File: config.mk
export PLATFORM = sky130hd
export DESIGN_NAME = request_circuit_breaker
export DESIGN_NICKNAME = d
export VERILOG_FILES = /design/src/rtl/rcb_pkg.sv /design/src/rtl/rcb_cfg.sv /design/src/rtl/rcb_core.sv /design/src/rtl/rcb_out.sv /design/src/rtl/request_circuit_breaker.sv
export SDC_FILE = /design/constraint.sdc
export NUM_CORES = 1
export LEC_CHECK = 0
export ABC_AREA = 0
export BUFFER_PORTS_ARGS = -buffer_cell sky130_fd_sc_hd__buf_4
export CORE_MARGIN = 10
export CORE_UTILIZATION = 45
export CTS_BUF_LIST = sky130_fd_sc_hd__clkbuf_8
export CTS_CLUSTER_SIZE = 14
export DETAILED_ROUTE_END_ITERATION = 8
export GPL_ROUTABILITY_DRIVEN = 0
export GPL_TIMING_DRIVEN = 0
export SYNTH_ARGS = -nofsm -noshare
export SYNTH_HDL_FRONTEND = slang
export SYNTH_SLANG_ARGS = --single-unit
File: constraint.sdc
create_clock -name clk_i -period 27.1 [get_ports clk_i]
set_input_delay 4.065 -clock clk_i [delete_from_list [all_inputs] [get_ports clk_i]]
set_output_delay 4.065 -clock clk_i [all_outputs]
set_load 0.1 [all_outputs]
File: src/rtl/rcb_pkg.sv
// Package for the request circuit breaker: item structs, mode and item-kind
// codes, register indexes, reset values and saturating helpers.
// Depends on nothing; every other rtl file imports it.
package rcb_pkg;

  typedef enum logic [1:0] {
    MODE_CLOSED = 2'd0,
    MODE_OPEN   = 2'd1,
    MODE_HALF   = 2'd2
  } mode_e;

  typedef enum logic [2:0] {
    REQ_CALL       = 3'd0,
    REQ_DONE       = 3'd1,
    REQ_TICK       = 3'd2,
    REQ_FORCE_OPEN = 3'd3,
    REQ_FORCE_HALF = 3'd4,
    REQ_RESET      = 3'd5
  } req_e;

  typedef enum logic [1:0] {
    REG_FAILURE_LIMIT  = 2'd0,
    REG_CLOSE_LIMIT    = 2'd1,
    REG_OPEN_TIMEOUT   = 2'd2,
    REG_HALF_CALL_LIM  = 2'd3
  } reg_e;

  localparam int unsigned AddrWidth = 4;

  localparam logic [15:0] FailureLimitRst = 16'd5;
  localparam logic [15:0] CloseLimitRst   = 16'd3;
  localparam logic [23:0] OpenTimeoutRst  = 24'd30000;
  localparam logic [7:0]  HalfCallLimRst  = 8'd1;

  typedef struct packed {
    logic [2:0]  req_type;
    logic        outcome_ok;
    logic [15:0] response_ms;
  } in_item_t;

  typedef struct packed {
    logic [1:0]  mode;
    logic        admitted;
    logic [31:0] total_count;
    logic [31:0] success_count;
    logic [31:0] failure_count;
    logic [31:0] rejected_count;
    logic [15:0] failure_streak;
    logic [15:0] min_response;
    logic [15:0] max_response;
    logic [47:0] response_sum;
    logic [31:0] ms_in_mode;
  } out_item_t;

  typedef struct packed {
    logic [15:0] failure_limit;
    logic [15:0] close_success_limit;
    logic [23:0] open_timeout_ms;
    logic [7:0]  half_open_call_limit;
  } cfg_t;

  function automatic logic [31:0] sat_inc32(logic [31:0] v);
    return (v == 32'hFFFF_FFFF) ? v : v + 32'd1;
  endfunction

  function automatic logic [15:0] sat_inc16(logic [15:0] v);
    return (v == 16'hFFFF) ? v : v + 16'd1;
  endfunction

endpackage

File: src/rtl/rcb_cfg.sv
// Configuration registers behind the APB-style write/read port.
// Depends on rcb_pkg for the register indexes, reset values and cfg_t.
module rcb_cfg (
  input  logic                          clk_i,
  input  logic                          rst_ni,
  input  logic                          psel,
  input  logic                          penable,
  input  logic                          pwrite,
  input  logic [rcb_pkg::AddrWidth-1:0] paddr,
  input  logic [31:0]                   pwdata,
  output logic [31:0]                   prdata,
  output logic                          pready,
  output rcb_pkg::cfg_t                 cfg_o
);
  import rcb_pkg::*;

  cfg_t  cfg_q, cfg_d;
  reg_e  idx;
  logic  wr_en;

  assign idx    = reg_e'(paddr[3:2]);
  assign wr_en  = psel && penable && pwrite;
  assign pready = 1'b1;
  assign cfg_o  = cfg_q;

  always_comb begin
    cfg_d = cfg_q;
    if (wr_en) begin
      unique case (idx)
        REG_FAILURE_LIMIT: cfg_d.failure_limit        = pwdata[15:0];
        REG_CLOSE_LIMIT:   cfg_d.close_success_limit  = pwdata[15:0];
        REG_OPEN_TIMEOUT:  cfg_d.open_timeout_ms      = pwdata[23:0];
        REG_HALF_CALL_LIM: cfg_d.half_open_call_limit = pwdata[7:0];
        default: ;
      endcase
    end
  end

  always_comb begin
    unique case (idx)
      REG_FAILURE_LIMIT: prdata = {16'd0, cfg_q.failure_limit};
      REG_CLOSE_LIMIT:   prdata = {16'd0, cfg_q.close_success_limit};
      REG_OPEN_TIMEOUT:  prdata = {8'd0, cfg_q.open_timeout_ms};
      REG_HALF_CALL_LIM: prdata = {24'd0, cfg_q.half_open_call_limit};
      default:           prdata = 32'd0;
    endcase
  end

  always_ff @(posedge clk_i or negedge rst_ni) begin
    if (!rst_ni) begin
      cfg_q.failure_limit        <= FailureLimitRst;
      cfg_q.close_success_limit  <= CloseLimitRst;
      cfg_q.open_timeout_ms      <= OpenTimeoutRst;
      cfg_q.half_open_call_limit <= HalfCallLimRst;
    end else begin
      cfg_q <= cfg_d;
    end
  end

endmodule

File: src/rtl/rcb_core.sv
// Input register and breaker state: decodes one item per cycle while the result
// register accepts, updates mode, counters and response statistics, and emits the result item.
// Depends on rcb_pkg.
module rcb_core (
  input  logic               clk_i,
  input  logic               rst_ni,
  input  rcb_pkg::cfg_t      cfg_i,
  input  logic               in_valid_i,
  output logic               in_ready_o,
  input  rcb_pkg::in_item_t  in_item_i,
  output logic               res_valid_o,
  input  logic               res_ready_i,
  output rcb_pkg::out_item_t res_item_o
);
  import rcb_pkg::*;

  logic     s1_valid_q;
  in_item_t s1_item_q;
  logic     advance;

  mode_e       mode_q, mode_d;
  logic [15:0] streak_q, streak_d;
  logic [31:0] timer_q, timer_d;
  logic [7:0]  infl_q, infl_d;
  logic [15:0] probe_q, probe_d;
  logic [31:0] adm_q, adm_d;
  logic [31:0] ok_q, ok_d;
  logic [31:0] fail_q, fail_d;
  logic [31:0] rej_q, rej_d;
  logic [15:0] rt_min_q, rt_min_d;
  logic [15:0] rt_max_q, rt_max_d;
  logic [47:0] rt_sum_q, rt_sum_d;
  logic        seen_q, seen_d;
  logic        admitted;
  logic        timeout_hit;
  logic [48:0] sum_wide;
  req_e        kind;

  assign advance     = s1_valid_q && res_ready_i;
  assign in_ready_o  = !s1_valid_q || advance;
  assign res_valid_o = s1_valid_q;
  assign kind        = req_e'(s1_item_q.req_type);
  assign timeout_hit = timer_q >= {8'd0, cfg_i.open_timeout_ms};
  assign sum_wide    = {1'b0, rt_sum_q} + {33'd0, s1_item_q.response_ms};

  always_comb begin
    mode_d   = mode_q;
    streak_d = streak_q;
    timer_d  = timer_q;
    infl_d   = infl_q;
    probe_d  = probe_q;
    adm_d    = adm_q;
    ok_d     = ok_q;
    fail_d   = fail_q;
    rej_d    = rej_q;
    rt_min_d = rt_min_q;
    rt_max_d = rt_max_q;
    rt_sum_d = rt_sum_q;
    seen_d   = seen_q;
    admitted = 1'b0;
    unique case (kind)
      REQ_CALL: begin
        if (mode_q == MODE_OPEN && timeout_hit) begin
          mode_d  = MODE_HALF;
          timer_d = 32'd0;
          infl_d  = 8'd0;
          probe_d = 16'd0;
        end
        if (mode_q == MODE_OPEN && !timeout_hit) begin
          rej_d = sat_inc32(rej_q);
        end else if (mode_d == MODE_HALF && infl_d >= cfg_i.half_open_call_limit) begin
          rej_d = sat_inc32(rej_q);
        end else begin
          if (mode_d == MODE_HALF && infl_d != 8'hFF) begin
            infl_d = infl_d + 8'd1;
          end
          adm_d    = sat_inc32(adm_q);
          admitted = 1'b1;
        end
      end
      REQ_DONE: begin
        seen_d = 1'b1;
        if (!seen_q) begin
          rt_min_d = s1_item_q.response_ms;
          rt_max_d = s1_item_q.response_ms;
        end else begin
          if (s1_item_q.response_ms < rt_min_q) rt_min_d = s1_item_q.response_ms;
          if (s1_item_q.response_ms > rt_max_q) rt_max_d = s1_item_q.response_ms;
        end
        rt_sum_d = sum_wide[48] ? 48'hFFFF_FFFF_FFFF : sum_wide[47:0];
        if (s1_item_q.outcome_ok) begin
          ok_d     = sat_inc32(ok_q);
          streak_d = 16'd0;
          if (mode_q == MODE_HALF) begin
            probe_d = sat_inc16(probe_q);
            if (probe_d >= cfg_i.close_success_limit) begin
              mode_d  = MODE_CLOSED;
              timer_d = 32'd0;
            end
          end
        end else begin
          fail_d   = sat_inc32(fail_q);
          streak_d = sat_inc16(streak_q);
          if (mode_q != MODE_OPEN && streak_d >= cfg_i.failure_limit) begin
            mode_d  = MODE_OPEN;
            timer_d = 32'd0;
          end
        end
        if (mode_d == MODE_HALF && mode_q == MODE_HALF && infl_q != 8'd0) begin
          infl_d = infl_q - 8'd1;
        end
      end
      REQ_TICK: timer_d = sat_inc32(timer_q);
      REQ_FORCE_OPEN: begin
        mode_d  = MODE_OPEN;
        timer_d = 32'd0;
      end
      REQ_FORCE_HALF: begin
        mode_d  = MODE_HALF;
        timer_d = 32'd0;
        infl_d  = 8'd0;
        probe_d = 16'd0;
      end
      REQ_RESET: begin
        mode_d   = MODE_CLOSED;
        timer_d  = 32'd0;
        streak_d = 16'd0;
      end
      default: ;
    endcase
  end

  always_comb begin
    res_item_o.mode           = mode_d;
    res_item_o.admitted       = admitted;
    res_item_o.total_count    = adm_d;
    res_item_o.success_count  = ok_d;
    res_item_o.failure_count  = fail_d;
    res_item_o.rejected_count = rej_d;
    res_item_o.failure_streak = streak_d;
    res_item_o.min_response   = rt_min_d;
    res_item_o.max_response   = rt_max_d;
    res_item_o.response_sum   = rt_sum_d;
    res_item_o.ms_in_mode     = timer_d;
  end

  always_ff @(posedge clk_i) begin
    if (in_valid_i && in_ready_o) begin
      s1_item_q <= in_item_i;
    end
  end

  always_ff @(posedge clk_i or negedge rst_ni) begin
    if (!rst_ni) begin
      s1_valid_q <= 1'b0;
      mode_q     <= MODE_CLOSED;
      streak_q   <= 16'd0;
      timer_q    <= 32'd0;
      infl_q     <= 8'd0;
      probe_q    <= 16'd0;
      adm_q      <= 32'd0;
      ok_q       <= 32'd0;
      fail_q     <= 32'd0;
      rej_q      <= 32'd0;
      rt_min_q   <= 16'd0;
      rt_max_q   <= 16'd0;
      rt_sum_q   <= 48'd0;
      seen_q     <= 1'b0;
    end else begin
      if (in_ready_o) begin
        s1_valid_q <= in_valid_i;
      end
      if (advance) begin
        mode_q   <= mode_d;
        streak_q <= streak_d;
        timer_q  <= timer_d;
        infl_q   <= infl_d;
        probe_q  <= probe_d;
        adm_q    <= adm_d;
        ok_q     <= ok_d;
        fail_q   <= fail_d;
        rej_q    <= rej_d;
        rt_min_q <= rt_min_d;
        rt_max_q <= rt_max_d;
        rt_sum_q <= rt_sum_d;
        seen_q   <= seen_d;
      end
    end
  end

endmodule

File: src/rtl/rcb_out.sv
// Result register: holds one finished result item until the consumer takes it.
// Depends on rcb_pkg for out_item_t.
module rcb_out (
  input  logic               clk_i,
  input  logic               rst_ni,
  input  logic               res_valid_i,
  output logic               res_ready_o,
  input  rcb_pkg::out_item_t res_item_i,
  output logic               out_valid_o,
  input  logic               out_ready_i,
  output rcb_pkg::out_item_t out_item_o
);
  import rcb_pkg::*;

  logic      valid_q;
  out_item_t item_q;

  assign res_ready_o = !valid_q || out_ready_i;
  assign out_valid_o = valid_q;
  assign out_item_o  = item_q;

  always_ff @(posedge clk_i) begin
    if (res_valid_i && res_ready_o) begin
      item_q <= res_item_i;
    end
  end

  always_ff @(posedge clk_i or negedge rst_ni) begin
    if (!rst_ni) begin
      valid_q <= 1'b0;
    end else if (res_ready_o) begin
      valid_q <= res_valid_i;
    end
  end

endmodule

File: src/rtl/request_circuit_breaker.sv
// Top level of the request circuit breaker: config port, state core, result register.
// Depends on rcb_pkg, rcb_cfg, rcb_core and rcb_out.
//
//   channel   signals                            direction
//   in        in_valid_i / in_ready_o / in_item_i   item in
//   out       out_valid_o / out_ready_i / out_item_o result out
//   cfg       psel penable pwrite paddr pwdata / prdata pready
//
// One item per cycle sustained while out_ready_i is high; an accepted item passes the
// input register, then the state update into the result register.
// Reset returns the limits to their defaults and the breaker to closed, all
// counters zero. While a result waits with out_ready_i low, one more item is taken
// into the input register, then in_ready_o drops until the result is taken.
module request_circuit_breaker (
  input  logic                          clk_i,
  input  logic                          rst_ni,
  input  logic                          in_valid_i,
  output logic                          in_ready_o,
  input  rcb_pkg::in_item_t             in_item_i,
  output logic                          out_valid_o,
  input  logic                          out_ready_i,
  output rcb_pkg::out_item_t            out_item_o,
  input  logic                          psel,
  input  logic                          penable,
  input  logic                          pwrite,
  input  logic [rcb_pkg::AddrWidth-1:0] paddr,
  input  logic [31:0]                   pwdata,
  output logic [31:0]                   prdata,
  output logic                          pready
);
  import rcb_pkg::*;

  cfg_t      cfg;
  logic      res_valid;
  logic      res_ready;
  out_item_t res_item;

  rcb_cfg u_cfg (
    .clk_i   (clk_i),
    .rst_ni  (rst_ni),
    .psel    (psel),
    .penable (penable),
    .pwrite  (pwrite),
    .paddr   (paddr),
    .pwdata  (pwdata),
    .prdata  (prdata),
    .pready  (pready),
    .cfg_o   (cfg)
  );

  rcb_core u_core (
    .clk_i       (clk_i),
    .rst_ni      (rst_ni),
    .cfg_i       (cfg),
    .in_valid_i  (in_valid_i),
    .in_ready_o  (in_ready_o),
    .in_item_i   (in_item_i),
    .res_valid_o (res_valid),
    .res_ready_i (res_ready),
    .res_item_o  (res_item)
  );

  rcb_out u_out (
    .clk_i       (clk_i),
    .rst_ni      (rst_ni),
    .res_valid_i (res_valid),
    .res_ready_o (res_ready),
    .res_item_i  (res_item),
    .out_valid_o (out_valid_o),
    .out_ready_i (out_ready_i),
    .out_item_o  (out_item_o)
  );

  a_stall_only_when_full: assert property (@(posedge clk_i) disable iff (!rst_ni)
    !in_ready_o |-> (out_valid_o && !out_ready_i))
    else $error("input stalled while result register can move");

  a_admit_not_open: assert property (@(posedge clk_i) disable iff (!rst_ni)
    (out_valid_o && out_item_o.admitted) |-> (out_item_o.mode != MODE_OPEN))
    else $error("item admitted while open");

  a_min_le_max: assert property (@(posedge clk_i) disable iff (!rst_ni)
    out_valid_o |-> (out_item_o.min_response <= out_item_o.max_response))
    else $error("min response above max response");

endmodule

==> results.yml <==
status:
  run_status: "finished, final reports clean"
power:
  vdd_drop_max_uv: 74.7
  power_density_nw_per_um2: 77.6
  p_leak_uw: 0.0172
synthesis:
  synth.cell_area_um2: 32800
  yosys.area.top_type_share: 0.257
  synth_seq_cells: 628
  synth_area_leader_cell: "dfrtp_1"
  avgSynthCellArea_um2: 10.5
  ys_seq_area_frac: 0.521
  yosys_warnings: 0
  synth-edff-count: 279
  yosysUniqueCellTypes: 93
  synthArstFlopShare: 0.556
  syn_inst: 3128
  synthTopCellsByArea: "dfrtp_1 26%, edfxtp_1 26%, ha_1 4.5%, xnor2_1 4.1%, xor2_1 3.8%"
  synthFlopType: "dfrtp_1"
cts:
  cts_root_buf: "clkbuf_8"
  cts_hold_buf: 0
  cts_htree_levels: 3
  clk_latency_ns: 0.72
  cts_buffer_depth: 3
  clkTransAtPathRegs_ns: 0.05
  cts.sinks: 628
  cts_tree: "yes"
  cts_made_buffers: 108
  cts.repair.resized: 0
  cts_setup_buffers: 0
finish:
  final_common_cell: "buf_4"
  most-common-layout-cells: "346 x buf_4, 337 x dfrtp_1, 331 x nand2_1"
  final_cell_count_no_fill: 4639
  nNetsFinal: 3775
  drive_gt1_frac: 0.193
  synthToLayoutAreaGrowth_pct: 19.0
routing:
  dr.pass1.iters: 6
  drt_iter0_drc: 2173
  wire_per_inst_um: 20.2
  avgViaCountPerCell: 5.58
  drc: 0
  vias: 25900
  routed_wl_mm: 93.6
  ant_nets: 0
worst_setup_path:
  r2r_cells: 19
  endpoint_kind: "primary output"
  cp_max_fo: 10
  reg2reg_to: "u_out.out_item_o[155]$_DFFE_PP_"
  cp.arrival_ns: 6.38
  rr_startpoint: "u_cfg.cfg_o[22]$_DFFE_PN1P_"
  cp_data_required_time_ns: 23.03
  reg2reg_setup_slack_ns: 21.17
  start_kind: "input port"
  criticalPathCategory: "input port to primary output"
hold_path:
  holdPathEnd: "u_core.probe_q[8]$_DFFE_PN0P_"
  holdPathStages: 1
  min-delay-start: "u_core.probe_q[8]$_DFFE_PN0P_"
  hold_path_class: "flop to flop"
global_routing:
  gr-usage-all-layers: 0.215
  grt_max_degree: 114
  gr-total-overflow: 0
  grt_pass1_wl_mm: 146
  antenna_found_initial: 3
  grt_pass1_vias: 26000
floorplanning:
  placementRows: 98
  floorplan.io_pins: 357
  start_util: 0.456
  die_x_um: 290
  fp.dieH_um: 290
  fp.dieArea_um2: 84200
  core_area_um2: 72000
timing:
  tightest_slew_ns: 1.34
  max_slew_margin: 0.109
  setup_violations: 0
  fin_skew_ns: 0.0508
  rsz0062_at_grt: "no"
  slew_viol_final: 0
  fmax_mhz: 95.7
  min_period_ns: 10.45
  setup_tns_ns: 0
  post-route-period-util: 0.386
  finalHoldViolCount: 0
place:
  portBuffers: 337
  dp.final_hpwl_mm: 68.5
  placed_cells: 4432
flow_run:
  cap_violations: 0
[cell usage after synthesis, types with 12 or more instances]
library cell and count:
o21ai_0 220, and2_1 36, a21o_1 23, xor2_1 144, edfxtp_1 279, ha_1 119, and4_1 24, nor3_1 74
a21oi_1 107, a31oi_1 66, nand3_1 130, inv_1 135, o21a_1 17, o31ai_1 45, and3_1 57, dfrtp_1 337
or3_1 17, clkbuf_1 114, dfstp_2 12, nand2_1 331, nor4_1 18, nor2_1 227, nand2b_1 30, mux2_2 94
xnor2_1 152, buf_1 15, buf_2 27, nand4_1 71, mux2i_1 20
[per-layer routing]
layer,vias up,share of wire,GRT usage
li1,12100,-,-
met3,167,0.067,0.0416
met1,12600,0.42,0.272
met4,2,0.027,0.0737
met2,954,0.49,0.362
met5,-,0.00013,0
[report_power, final]
part | internal (µW) | switching [µW] | total, µW | leakage [µW]
logic | 261 | 669 | 930 | 0.00855
registers | 1130 | 83.0 | 1220 | 0.00734
clock network | 484 | 400 | 884 | 0.00130
[worst max path at each step]
stage | cells after the start | slack [ns] | to | from
floorplan | 7 | 14.27 | u_core.streak_q[14]$_DFFE_PN0P_ | out_ready_i
global placement | 8 | 8.96 | u_core.streak_q[14]$_DFFE_PN0P_ | out_ready_i
detailed placement | 6 | 16.65 | prdata[8] | paddr[3]
CTS | 6 | 16.64 | prdata[8] | paddr[3]
global route | 6 | 16.52 | prdata[21] | paddr[3]
finish | 6 | 16.65 | prdata[8] | paddr[3]
[registers in the layout, indices dropped and copies added, names as in the netlist, 2 cells and up]
| register | count |
|---|---|
| u_core.rt_sum_q | 48 |
| u_core.streak_q | 16 |
| u_cfg.cfg_o | 64 |
| u_core.probe_q | 16 |
| u_core.kind | 3 |
| u_core.adm_q | 32 |
| u_core.rt_max_q | 16 |
| u_core.rt_min_q | 16 |
| u_core.rej_q | 32 |
| u_core.timer_q | 32 |
| u_core.fail_q | 32 |
| u_core.ok_q | 32 |
| u_core.s1_item_q | 17 |
| u_core.mode_q | 2 |
| u_out.out_item_o | 259 |
| u_core.infl_q | 8 |
[through the flow]
stage                util  setup WS [ns]  area, µm²  total power, µW  hold slack, ns
floorplan               -          14.27      32900             1930           0.450
global placement    0.508           8.96      36600             2150           0.464
detailed placement  0.512          16.65      36800             2160           0.481
CTS                 0.543          16.64      39100             3060           0.488
global route        0.543          16.52      39100             3180           0.519
finish              0.543          16.65      39100             3030           0.494
[cell families after synthesis]
kind of cell / Yosys count / synth area share
buffers and inverters: 305 / 0.0380
xor gates and xnor gates: 296 / 0.0789
other: 2 / 0.000229
and+or+nand+nor: 1081 / 0.164
DFF: 628 / 0.521
AOI/OAI and AO/OA: 574 / 0.108
muxes: 122 / 0.0438
adders and majority gates: 120 / 0.0459
[worst max-delay path: stages]
cell and delay (ns):
buf_4 0.10, buf_1 0.58, clkbuf_1 0.66, mux2i_1 0.17, o21ai_0 0.42, buf_4 0.38
[final cells by class]
type / count / area [µm²]
clock inverter: 75 / 464
timing repair buffer: 347 / 2760
multi-input combinational: 2202 / 14500
tap: 950 / 1190
antenna: 2 / 5.00
clock buffer: 130 / 1790
inverter: 135 / 507
fill: 6386 / 32900
sequential: 628 / 17100
buffer: 170 / 743
(Power assumes the default switching activity.)
